--- config.mk ---
export PLATFORM = sky130hd
export DESIGN_NAME = nullable_nonterminal_finder
export DESIGN_NICKNAME = d
export VERILOG_FILES = /design/src/rtl/core/nnf_pkg.sv /design/src/rtl/core/nullable_nonterminal_finder.sv /design/src/rtl/core/nnf_front.sv /design/src/rtl/core/nnf_queue.sv /design/src/rtl/core/nnf_back.sv
export SDC_FILE = /design/constraint.sdc
export NUM_CORES = 2
export LEC_CHECK = 0
export ABC_AREA = 1
export BUFFER_PORTS_ARGS = -buffer_cell sky130_fd_sc_hd__buf_2
export CAP_MARGIN = 20
export CELL_PAD_IN_SITES_DETAIL_PLACEMENT = 1
export CELL_PAD_IN_SITES_GLOBAL_PLACEMENT = 2
export CORE_ASPECT_RATIO = 0.9
export CORE_MARGIN = 5
export CORE_UTILIZATION = 35
export CTS_CLUSTER_SIZE = 12
export DETAILED_ROUTE_END_ITERATION = 8
export PLACE_DENSITY = 0.61
export SLEW_MARGIN = 10
export SYNTH_ARGS = -nofsm -noshare
export SYNTH_HDL_FRONTEND = slang
export SYNTH_SLANG_ARGS = --single-unit
--- constraint.sdc ---
create_clock -name clk -period 8.07 [get_ports clk]
set_input_delay 2.0175 -clock clk [delete_from_list [all_inputs] [get_ports clk]]
set_output_delay 2.0175 -clock clk [all_outputs]
set_load 0.005 [all_outputs]
--- src/rtl/core/nnf_pkg.sv ---
// shared types and constants for the nullable nonterminal finder
`default_nettype none

package nnf_pkg;

	// field widths of one rule and one result
	localparam int LHS_W        = 5;
	localparam int RHS_W        = 26;
	localparam int LETTERS      = 2 ** LHS_W;
	localparam int IN_TDATA_W   = 32;
	localparam int OUT_TDATA_W  = 8;

	// result list limit and its counter width
	localparam int OUT_LIMIT    = 64;
	localparam int OUT_CNT_W    = $clog2(OUT_LIMIT + 1);

	// front to back queue
	localparam int QUEUE_DEPTH  = 4;
	localparam int QPTR_W       = $clog2(QUEUE_DEPTH);

	// defaults for the top level parameters
	localparam int DEF_MAX_RULES   = 64;
	localparam int DEF_NUM_SYMBOLS = 26;

	// one grammar rule
	typedef struct packed {
		logic             term;
		logic [RHS_W-1:0] rhs;
		logic [LHS_W-1:0] lhs;
	} rule_t;

	// classified item from the front
	typedef struct packed {
		logic  store;
		logic  last;
		rule_t rule;
	} cmd_t;

	// rule store entry
	typedef struct packed {
		logic  done;
		rule_t rule;
	} mem_entry_t;

	// one result item
	typedef struct packed {
		logic             last;
		logic             found;
		logic [LHS_W-1:0] symbol;
	} res_t;

endpackage

`default_nettype wire

--- src/rtl/core/nullable_nonterminal_finder.sv ---
// top level of the nullable nonterminal finder
//
// channel  dir  handshake           payload
// s_*      in   s_tvalid/s_tready   s_tdata rule fields, s_tlast ends the grammar
// m_*      out  m_tvalid/m_tready   m_tdata symbol, m_tuser found, m_tlast ends the list
//
// rules enter one per cycle, while the queue has room, through a four entry queue into
// the rule store; after the final rule, fixpoint passes read the stored rules through the
// store's single read port, repeated until a pass marks nothing
// emission sweeps the store once per distinct letter found, stopping early at the result
// limit, and one last item closes the list; a stalled output holds the sweep in place
// reset clears all control state at once; no clearing pass is needed
`default_nettype none

module nullable_nonterminal_finder #(
	parameter int MAX_RULES   = nnf_pkg::DEF_MAX_RULES,
	parameter int NUM_SYMBOLS = nnf_pkg::DEF_NUM_SYMBOLS
) (
	input  wire logic                           clk,
	input  wire logic                           arst_n,
	input  wire logic                           s_tvalid,
	output logic                                s_tready,
	// lhs [4:0], rhs_nonterminals [30:5], rhs_has_terminal [31]
	input  wire logic [nnf_pkg::IN_TDATA_W-1:0] s_tdata,
	input  wire logic                           s_tlast,
	output logic                                m_tvalid,
	input  wire logic                           m_tready,
	// symbol [4:0], zero [7:5]
	output logic [nnf_pkg::OUT_TDATA_W-1:0]     m_tdata,
	// found [0]
	output logic                                m_tuser,
	output logic                                m_tlast
);
	import nnf_pkg::*;

	localparam int ADDR_W = (MAX_RULES > 1) ? $clog2(MAX_RULES) : 1;
	localparam int CNT_W  = $clog2(MAX_RULES + 1);
	localparam int CMD_W  = $bits(cmd_t);
	localparam int QW     = ADDR_W + CMD_W;

	cmd_t              front_cmd;
	logic [ADDR_W-1:0] front_addr;
	logic              push_vld;
	logic              push_rdy;
	logic [QW-1:0]     q_data;
	logic              q_vld;
	logic              q_rdy;
	cmd_t              q_cmd;
	logic [ADDR_W-1:0] q_addr;
	res_t              res;

	nnf_front #(
		.MAX_RULES (MAX_RULES),
		.ADDR_W    (ADDR_W),
		.CNT_W     (CNT_W)
	) u_front (
		.clk      (clk),
		.arst_n   (arst_n),
		.s_tvalid (s_tvalid),
		.s_tready (s_tready),
		.s_tdata  (s_tdata),
		.s_tlast  (s_tlast),
		.push_vld (push_vld),
		.push_rdy (push_rdy),
		.cmd      (front_cmd),
		.addr     (front_addr)
	);

	nnf_queue #(
		.W (QW)
	) u_queue (
		.clk      (clk),
		.arst_n   (arst_n),
		.in_vld   (push_vld),
		.in_rdy   (push_rdy),
		.in_data  ({front_addr, front_cmd}),
		.out_vld  (q_vld),
		.out_rdy  (q_rdy),
		.out_data (q_data)
	);

	// unpack queue entry
	assign q_cmd  = cmd_t'(q_data[CMD_W-1:0]);
	assign q_addr = q_data[QW-1 -: ADDR_W];

	nnf_back #(
		.MAX_RULES   (MAX_RULES),
		.NUM_SYMBOLS (NUM_SYMBOLS),
		.ADDR_W      (ADDR_W),
		.CNT_W       (CNT_W)
	) u_back (
		.clk     (clk),
		.arst_n  (arst_n),
		.q_vld   (q_vld),
		.q_rdy   (q_rdy),
		.q_cmd   (q_cmd),
		.q_addr  (q_addr),
		.res_vld (m_tvalid),
		.res_rdy (m_tready),
		.res     (res)
	);

	// result item onto the output stream
	assign m_tdata = OUT_TDATA_W'(res.symbol);
	assign m_tuser = res.found;
	assign m_tlast = res.last;

endmodule

`default_nettype wire

--- src/rtl/core/nnf_front.sv ---
// front: accepts rule items, assigns store slots and drops rules beyond capacity
`default_nettype none

module nnf_front #(
	parameter int MAX_RULES = nnf_pkg::DEF_MAX_RULES,
	parameter int ADDR_W    = 6,
	parameter int CNT_W     = 7
) (
	input  wire logic                          clk,
	input  wire logic                          arst_n,
	input  wire logic                          s_tvalid,
	output logic                               s_tready,
	input  wire logic [nnf_pkg::IN_TDATA_W-1:0] s_tdata,
	input  wire logic                          s_tlast,
	output logic                               push_vld,
	input  wire logic                          push_rdy,
	output nnf_pkg::cmd_t                      cmd,
	output logic [ADDR_W-1:0]                  addr
);
	import nnf_pkg::*;

	logic [CNT_W-1:0] cnt_q;
	logic             accept;

	// classify the incoming rule
	assign s_tready      = push_rdy;
	assign push_vld      = s_tvalid;
	assign accept        = s_tvalid && push_rdy;
	assign cmd.store     = (cnt_q < CNT_W'(MAX_RULES));
	assign cmd.last      = s_tlast;
	assign cmd.rule.lhs  = s_tdata[LHS_W-1:0];
	assign cmd.rule.rhs  = s_tdata[LHS_W +: RHS_W];
	assign cmd.rule.term = s_tdata[LHS_W + RHS_W];
	assign addr          = cnt_q[ADDR_W-1:0];

	// slot counter, restarts with each grammar
	always_ff @(posedge clk or negedge arst_n) begin
		if (!arst_n) begin
			cnt_q <= '0;
		end else if (accept) begin
			if (s_tlast) begin
				cnt_q <= '0;
			end else if (cmd.store) begin
				cnt_q <= cnt_q + 1'b1;
			end
		end
	end

endmodule

`default_nettype wire

--- src/rtl/core/nnf_queue.sv ---
// short fifo between front and back
`default_nettype none

module nnf_queue #(
	parameter int W = 40
) (
	input  wire logic         clk,
	input  wire logic         arst_n,
	input  wire logic         in_vld,
	output logic              in_rdy,
	input  wire logic [W-1:0] in_data,
	output logic              out_vld,
	input  wire logic         out_rdy,
	output logic [W-1:0]      out_data
);
	import nnf_pkg::*;

	logic [W-1:0]      slot_q [QUEUE_DEPTH];
	logic [QPTR_W-1:0] wr_ptr_q;
	logic [QPTR_W-1:0] rd_ptr_q;
	logic [QPTR_W:0]   fill_q;
	logic              push;
	logic              pop;

	// handshake on both sides
	assign in_rdy   = (fill_q != (QPTR_W + 1)'(QUEUE_DEPTH));
	assign out_vld  = (fill_q != '0);
	assign push     = in_vld && in_rdy;
	assign pop      = out_vld && out_rdy;
	assign out_data = slot_q[rd_ptr_q];

	// storage
	always_ff @(posedge clk) begin
		if (push) begin
			slot_q[wr_ptr_q] <= in_data;
		end
	end

	// pointers and fill level
	always_ff @(posedge clk or negedge arst_n) begin
		if (!arst_n) begin
			wr_ptr_q <= '0;
			rd_ptr_q <= '0;
			fill_q   <= '0;
		end else begin
			if (push) begin
				wr_ptr_q <= wr_ptr_q + 1'b1;
			end
			if (pop) begin
				rd_ptr_q <= rd_ptr_q + 1'b1;
			end
			if (push && !pop) begin
				fill_q <= fill_q + 1'b1;
			end else if (pop && !push) begin
				fill_q <= fill_q - 1'b1;
			end
		end
	end

`ifndef SYNTHESIS
	a_fill_bound: assert property (@(posedge clk) disable iff (!arst_n)
		fill_q <= (QPTR_W + 1)'(QUEUE_DEPTH))
		else $error("queue fill level above depth");
	a_fill_track: assert property (@(posedge clk) disable iff (!arst_n)
		(push && !pop) |=> fill_q == $past(fill_q) + 1'b1)
		else $error("queue fill level missed a push");
	a_ptr_gap: assert property (@(posedge clk) disable iff (!arst_n)
		(fill_q == '0) |-> (wr_ptr_q == rd_ptr_q))
		else $error("queue pointers apart while empty");
`endif

endmodule

`default_nettype wire

--- src/rtl/core/nnf_back.sv ---
// back: rule store, fixpoint passes and sorted emission of nullable rules
`default_nettype none

module nnf_back #(
	parameter int MAX_RULES   = nnf_pkg::DEF_MAX_RULES,
	parameter int NUM_SYMBOLS = nnf_pkg::DEF_NUM_SYMBOLS,
	parameter int ADDR_W      = 6,
	parameter int CNT_W       = 7
) (
	input  wire logic              clk,
	input  wire logic              arst_n,
	input  wire logic              q_vld,
	output logic                   q_rdy,
	input  wire nnf_pkg::cmd_t     q_cmd,
	input  wire logic [ADDR_W-1:0] q_addr,
	output logic                   res_vld,
	input  wire logic              res_rdy,
	output nnf_pkg::res_t          res
);
	import nnf_pkg::*;

	typedef enum logic [1:0] {ST_LOAD, ST_PASS, ST_EMIT, ST_FLUSH} state_t;

	state_t                 state_q;
	mem_entry_t             mem [MAX_RULES];
	mem_entry_t             rd_s1;
	logic                   rd_vld_s1;
	logic [ADDR_W-1:0]      rd_idx_s1;
	logic [CNT_W-1:0]       cnt_q;
	logic [CNT_W-1:0]       idx_q;
	logic [NUM_SYMBOLS-1:0] nullable_q;
	logic [NUM_SYMBOLS-1:0] lhs_bit;
	logic [LETTERS-1:0]     emit_mask_q;
	logic [LETTERS-1:0]     letter_bit;
	logic [LETTERS-1:0]     mask_left;
	logic                   changed_q;
	logic [OUT_CNT_W-1:0]   found_q;
	logic                   pend_vld_q;
	logic [LHS_W-1:0]       pend_sym_q;
	logic [LHS_W-1:0]       letter;
	res_t                   out_q;
	logic                   out_vld_q;
	logic [RHS_W-1:0]       null_view;
	logic                   space;
	logic                   issue;
	logic                   fire;
	logic                   match;
	logic                   stall;
	logic                   sweep_end;
	logic                   load_pop;
	logic                   we;
	logic [ADDR_W-1:0]      wa;
	mem_entry_t             wd;

	// nullable set seen through the right side mask, unknown symbols never nullable
	for (genvar k = 0; k < RHS_W; k++) begin : g_view
		if (k < NUM_SYMBOLS) begin : g_in
			assign null_view[k] = nullable_q[k];
		end else begin : g_out
			assign null_view[k] = 1'b0;
		end
	end

	// nullable bit of the rule under test, none for letters beyond the set
	for (genvar k = 0; k < NUM_SYMBOLS; k++) begin : g_lhs
		assign lhs_bit[k] = (32'(rd_s1.rule.lhs) == k);
	end

	// lowest letter still to emit
	always_comb begin
		letter = '0;
		for (int k = LETTERS - 1; k >= 0; k--) begin
			if (emit_mask_q[k]) begin
				letter = LHS_W'(k);
			end
		end
	end

	assign letter_bit = LETTERS'(1) << letter;
	assign mask_left  = emit_mask_q & ~letter_bit;

	// sweep control
	assign space     = !out_vld_q || res_rdy;
	assign q_rdy     = (state_q == ST_LOAD);
	assign load_pop  = q_vld && q_rdy;
	assign fire      = (state_q == ST_PASS) && rd_vld_s1 && !rd_s1.done && !rd_s1.rule.term
		&& ((rd_s1.rule.rhs & ~null_view) == '0);
	assign match     = (state_q == ST_EMIT) && rd_vld_s1 && rd_s1.done
		&& (rd_s1.rule.lhs == letter);
	assign stall     = match && pend_vld_q && !space;
	assign sweep_end = (idx_q == cnt_q) && !rd_vld_s1;
	assign issue     = ((state_q == ST_PASS) || ((state_q == ST_EMIT) && !stall))
		&& (idx_q < cnt_q);

	// store write port: loading or marking a rule done
	always_comb begin
		we = 1'b0;
		wa = q_addr;
		wd = '{done: 1'b0, rule: q_cmd.rule};
		if (load_pop && q_cmd.store) begin
			we = 1'b1;
		end else if (fire) begin
			we = 1'b1;
			wa = rd_idx_s1;
			wd = '{done: 1'b1, rule: rd_s1.rule};
		end
	end

	// rule store with registered read
	always_ff @(posedge clk) begin
		if (we) begin
			mem[wa] <= wd;
		end
		if (issue) begin
			rd_s1     <= mem[idx_q[ADDR_W-1:0]];
			rd_idx_s1 <= idx_q[ADDR_W-1:0];
		end
	end

	// sequencer, result register and pending result
	always_ff @(posedge clk or negedge arst_n) begin
		if (!arst_n) begin
			state_q     <= ST_LOAD;
			rd_vld_s1   <= 1'b0;
			cnt_q       <= '0;
			idx_q       <= '0;
			nullable_q  <= '0;
			emit_mask_q <= '0;
			changed_q   <= 1'b0;
			found_q     <= '0;
			pend_vld_q  <= 1'b0;
			pend_sym_q  <= '0;
			out_q       <= '0;
			out_vld_q   <= 1'b0;
		end else begin
			if (out_vld_q && res_rdy) begin
				out_vld_q <= 1'b0;
			end
			if (!stall) begin
				rd_vld_s1 <= issue;
			end
			if (issue) begin
				idx_q <= idx_q + 1'b1;
			end
			unique case (state_q)
				ST_LOAD: begin
					if (load_pop) begin
						if (q_cmd.store) begin
							cnt_q <= CNT_W'(q_addr) + 1'b1;
						end
						if (q_cmd.last) begin
							idx_q     <= '0;
							changed_q <= 1'b0;
							state_q   <= ST_PASS;
						end
					end
				end
				ST_PASS: begin
					if (fire) begin
						nullable_q  <= nullable_q | lhs_bit;
						emit_mask_q <= emit_mask_q | (LETTERS'(1) << rd_s1.rule.lhs);
						changed_q   <= 1'b1;
					end else if (sweep_end) begin
						idx_q     <= '0;
						changed_q <= 1'b0;
						if (!changed_q) begin
							state_q <= (emit_mask_q == '0) ? ST_FLUSH : ST_EMIT;
						end
					end
				end
				ST_EMIT: begin
					if (match && !stall) begin
						if (pend_vld_q) begin
							out_q     <= '{last: 1'b0, found: 1'b1, symbol: pend_sym_q};
							out_vld_q <= 1'b1;
						end
						pend_vld_q <= 1'b1;
						pend_sym_q <= letter;
						found_q    <= found_q + 1'b1;
						if (found_q == OUT_CNT_W'(OUT_LIMIT - 1)) begin
							state_q <= ST_FLUSH;
						end
					end else if (sweep_end) begin
						emit_mask_q <= mask_left;
						idx_q       <= '0;
						if (mask_left == '0) begin
							state_q <= ST_FLUSH;
						end
					end
				end
				ST_FLUSH: begin
					if (space) begin
						out_q       <= '{last: 1'b1, found: pend_vld_q,
							symbol: pend_vld_q ? pend_sym_q : '0};
						out_vld_q   <= 1'b1;
						cnt_q       <= '0;
						idx_q       <= '0;
						nullable_q  <= '0;
						emit_mask_q <= '0;
						found_q     <= '0;
						pend_vld_q  <= 1'b0;
						state_q     <= ST_LOAD;
					end
				end
				default: begin
					state_q <= ST_LOAD;
				end
			endcase
		end
	end

	assign res     = out_q;
	assign res_vld = out_vld_q;

`ifndef SYNTHESIS
	a_load_clean: assert property (@(posedge clk) disable iff (!arst_n)
		(state_q == ST_LOAD) |-> (nullable_q == '0) && !pend_vld_q && (emit_mask_q == '0))
		else $error("run state left over while loading");
	a_read_range: assert property (@(posedge clk) disable iff (!arst_n)
		(rd_vld_s1 && ((state_q == ST_PASS) || (state_q == ST_EMIT)))
			|-> (CNT_W'(rd_idx_s1) < cnt_q))
		else $error("read beyond loaded rules");
	a_emit_mask: assert property (@(posedge clk) disable iff (!arst_n)
		(state_q == ST_EMIT) |-> (emit_mask_q != '0))
		else $error("emitting with no letter left");
	a_stall_hold: assert property (@(posedge clk) disable iff (!arst_n)
		stall |=> rd_vld_s1 && $stable(rd_idx_s1))
		else $error("stalled read data lost");
`endif

endmodule

`default_nettype wire
==> impl_metrics.toml <==
[sta]
rsz0062_at_grt = "no"
finClkSkew_ps = 54.43
timing.final.ws_setup_ps = 2115
max_slew.worst_pin.slew_ps = 1291
drv_slew = 0
max_freq_ghz = 0.1679
min_period_over_period_pct = 73.80
fin_tns_setup_ps = 0
hold_viol_final = 0
min_period_ps = 5955
setup_violations = 0
max_slew_margin_pct = 13.51

[final_layout]
area_growth_syn_to_layout_pct = 14.01
nets = 7393
drive_above_1_share_pct = 9.805

[logic_synthesis]
synthCells = 7329
synth_warnings = 0
synth.yosys.seq_area_share_pct = 75.20
synth-edff-count = 2311
async_reset_ff_share_pct = 4.583
synth-seq-cells = 2422
syn_area_per_cell_um2 = 13.10
yosysUniqueCellTypes = 55
ys.flop_type = "edfxtp_1"
synth_area_um2 = 95980

[floorplanning]
die_area_um2 = 284800
die_h_um = 506.8
coreArea_um2 = 273000
initial_utilization_pct = 35.15
io_pins = 49
die_w_um = 562.0
num_rows = 182

[grt]
use_met1_pct = 34.06
top_usage_layer = "met2"
use_met3_pct = 3.310
grt_pass1_wl_um = 485900
grt_remaining_overflow = 0
grt_max_degree = 164
grt_pass1_vias = 62889
antenna_found_initial = 39
grtUsageTotal_pct = 23.44
gr-usage-met2_pct = 37.53

[place]
gp_congestion = 0.8269
place_hpwl_um = 202500
io_buffer_count = 45
pre_cts_slack_ps = 2175

[critical_path]
critPathMaxStageDelay_ps = 1100
critPathLaunchType = "flop"
reg2reg_to = "u_back.mem[9][28]$_DFFE_PP_"
worstPathRequired_ps = 8590
path_cells = "inv_1 -> ha_1 -> inv_1 -> nor4_1 -> o211ai_1 -> nor3_1 -> nand4_1 -> nor2_4 -> inv_2 -> o21ai_0 -> inv_1 -> nor3_1 -> nand2_1 -> nor2_4 -> buf_4"
path_class = "reg -> reg"
crit_top_cell = "inv_1"
reg2reg_from = "u_back.state_q[1]$_DFFE_PN0P_"
cp.arrival_ps = 6480
worstPathMaxFanout = 29
end_kind = "flop"
regToRegSetupSlack_ps = 2110
r2r_cells = 15
crit_slowest_cell = "nor2_4"

[hold_path]
hp-class = "reg -> reg"
hold_start = "u_back.res[0]$_DFFE_PN0P_"
hold_depth = 2
hold_end = "u_back.res[0]$_DFFE_PN0P_"

[drt]
drc_errors = 0
first_iter_violations = 6587
wl_per_cell_um = 30.83
via_per_inst = 5.679
dr.pass1.iters = 6
vias = 63179
ant_nets = 0
routed_wl_um = 343000

[power]
power_per_cell_area_nw_per_um2 = 386.6
vdd_drop_max_mv = 0.3284
p_leak_nw = 35.26

[cts]
h-tree-depth = 5
clk_pin_slew_ps = 60
cts_tree = "done"
clock-root-buffer = "clkbuf_16"
post_cts_buffers = 0
holdBufCountCts = 0
cts_resized = 0
cts_sinks = 2422
cts_buffer_depth = 4
clock_latency_ps = 850
cts_buffers = 273

[run]
max_cap_viol_count = 0

[status]
status = "finished clean"
kinds of logic after synthesis:
group / synth area share [%]
simple gates: 8.678
mux: 0.01173
other cells: 0.003907
buf+inv: 2.747
flops: 75.20
fa+ha+maj: 0.2816
xor+xnor: 0.1369
compound gates: 12.94
power by group:
group / internal (mW) / switching [mW]
logic: 2.26 / 10.9
clock network: 6.64 / 4.97
registers: 17.2 / 0.378
cells in the final DEF (no fill, tap or decap), types with 20 or more instances in the layout:
cell,n
nor2_1,1230
o221ai_1,248
a31oi_1,28
buf_12,37
ha_1,20
buf_2,44
o211ai_1,51
dfrtp_1,105
clkinv_2,47
nor3_1,20
o21ai_1,20
nor2_4,70
nand3_1,205
a21oi_1,130
buf_4,154
nand4_1,80
a32o_1,30
o21ai_0,1248
edfxtp_1,2311
clkinv_1,66
clkbuf_16,281
inv_1,144
clkbuf_1,77
o22ai_1,326
nand2_1,404
synthesized netlist by cell type (all sizes together) (2+ instances only):
cell | n | share of area (%)
edfxtp | 2311 | 72
nor2 | 1303 | 5.1
o21ai | 1273 | 6.7
clkbuf | 476 | 1.9
nand2 | 413 | 1.7
o22ai | 326 | 2.1
o221ai | 248 | 2.3
nand3 | 209 | 1.1
inv | 187 | 0.73
a21oi | 131 | 0.69
dfrtp | 111 | 2.9
nand4 | 80 | 0.52
o211ai | 51 | 0.40
buf | 31 | 0.14
a32o | 30 | 0.31
a31oi | 29 | 0.19
nor3 | 21 | 0.11
ha | 20 | 0.26
or2 | 14 | 0.091
o21ba | 13 | 0.14
xor2 | 11 | 0.10
nor4 | 8 | 0.052
a32oi | 4 | 0.036
clkinv | 4 | 0.016
xnor2 | 4 | 0.036
o21bai | 3 | 0.027
a211oi | 2 | 0.021
a221oi | 2 | 0.018
nand3b | 2 | 0.016
final cells by class:
class	instances	area, µm²
diodes	10	25.02
clock buffers	364	7403
clock inverters	103	666.9
fillers	27973	163600
inverters	191	798.3
multi-input cells	4211	21710
flip-flops and latches	2422	72190
well taps	3588	4489
repair buffers	236	2145
how the worst max path moves through the flow:
| stage | end | startpoint | cells past startpoint |
|---|---|---|---|
| floorplan | u_back.mem[0][0]$_DFFE_PP_ | u_back.state_q[1]$_DFFE_PN0P_ | 15 |
| global placement | u_back.mem[11][25]$_DFFE_PP_ | u_back.state_q[1]$_DFFE_PN0P_ | 15 |
| detailed placement | u_back.mem[9][19]$_DFFE_PP_ | u_back.state_q[1]$_DFFE_PN0P_ | 15 |
| CTS | u_back.mem[9][28]$_DFFE_PP_ | u_back.state_q[1]$_DFFE_PN0P_ | 15 |
| global route | u_back.mem[9][16]$_DFFE_PP_ | u_back.state_q[1]$_DFFE_PN0P_ | 15 |
| finish | u_back.mem[9][28]$_DFFE_PP_ | u_back.state_q[1]$_DFFE_PN0P_ | 15 |
registers in the layout, summed over array words and instances, names as in the netlist, 3 cells and up:
signal	cells
u_back.mem	2112
u_queue.slot_q	160
u_back.rd_s1	33
u_back.emit_mask_q	32
u_back.null_view	26
u_back.cnt_q	7
u_back.found_q	7
u_back.idx_q	7
u_back.res	7
u_front.cnt_q	7
u_back.rd_idx_s1	6
u_back.pend_sym_q	5
u_queue.fill_q	3
layer usage:
| metal | wire, µm | part of all wire, % |
|---|---|---|
| met5 | 41 | 0.012 |
| met4 | 7317 | 2.1 |
| met3 | 19130 | 5.6 |
| met2 | 159000 | 46 |
| met1 | 157500 | 46 |
stage by stage:
step	area (µm²)	util (%)	hold slack (ps)	instances	power, mW
6_report	109400	40.08	483.8	11125	42.31
4_1_cts	109300	40.04	491.9	11110	42.69
5_1_grt	109400	40.07	516.7	11117	43.98
3_3_place_gp	100900	36.97	448.5	10628	30.86
3_5_place_dp	101300	37.08	478.9	10643	31.05
2_1_floorplan	95990	-	442.6	7331	23.79
critical path, delay by kind of cell, from the launching register on:
kind | cells | cell delay (ps)
adders and majority gates | 1 | 290
AOI/OAI and AO/OA | 2 | 760
DFF | 1 | 410
buffers and inverters | 5 | 910
and+or+nand+nor | 7 | 3270
Power figures use the tool's default switching activity.
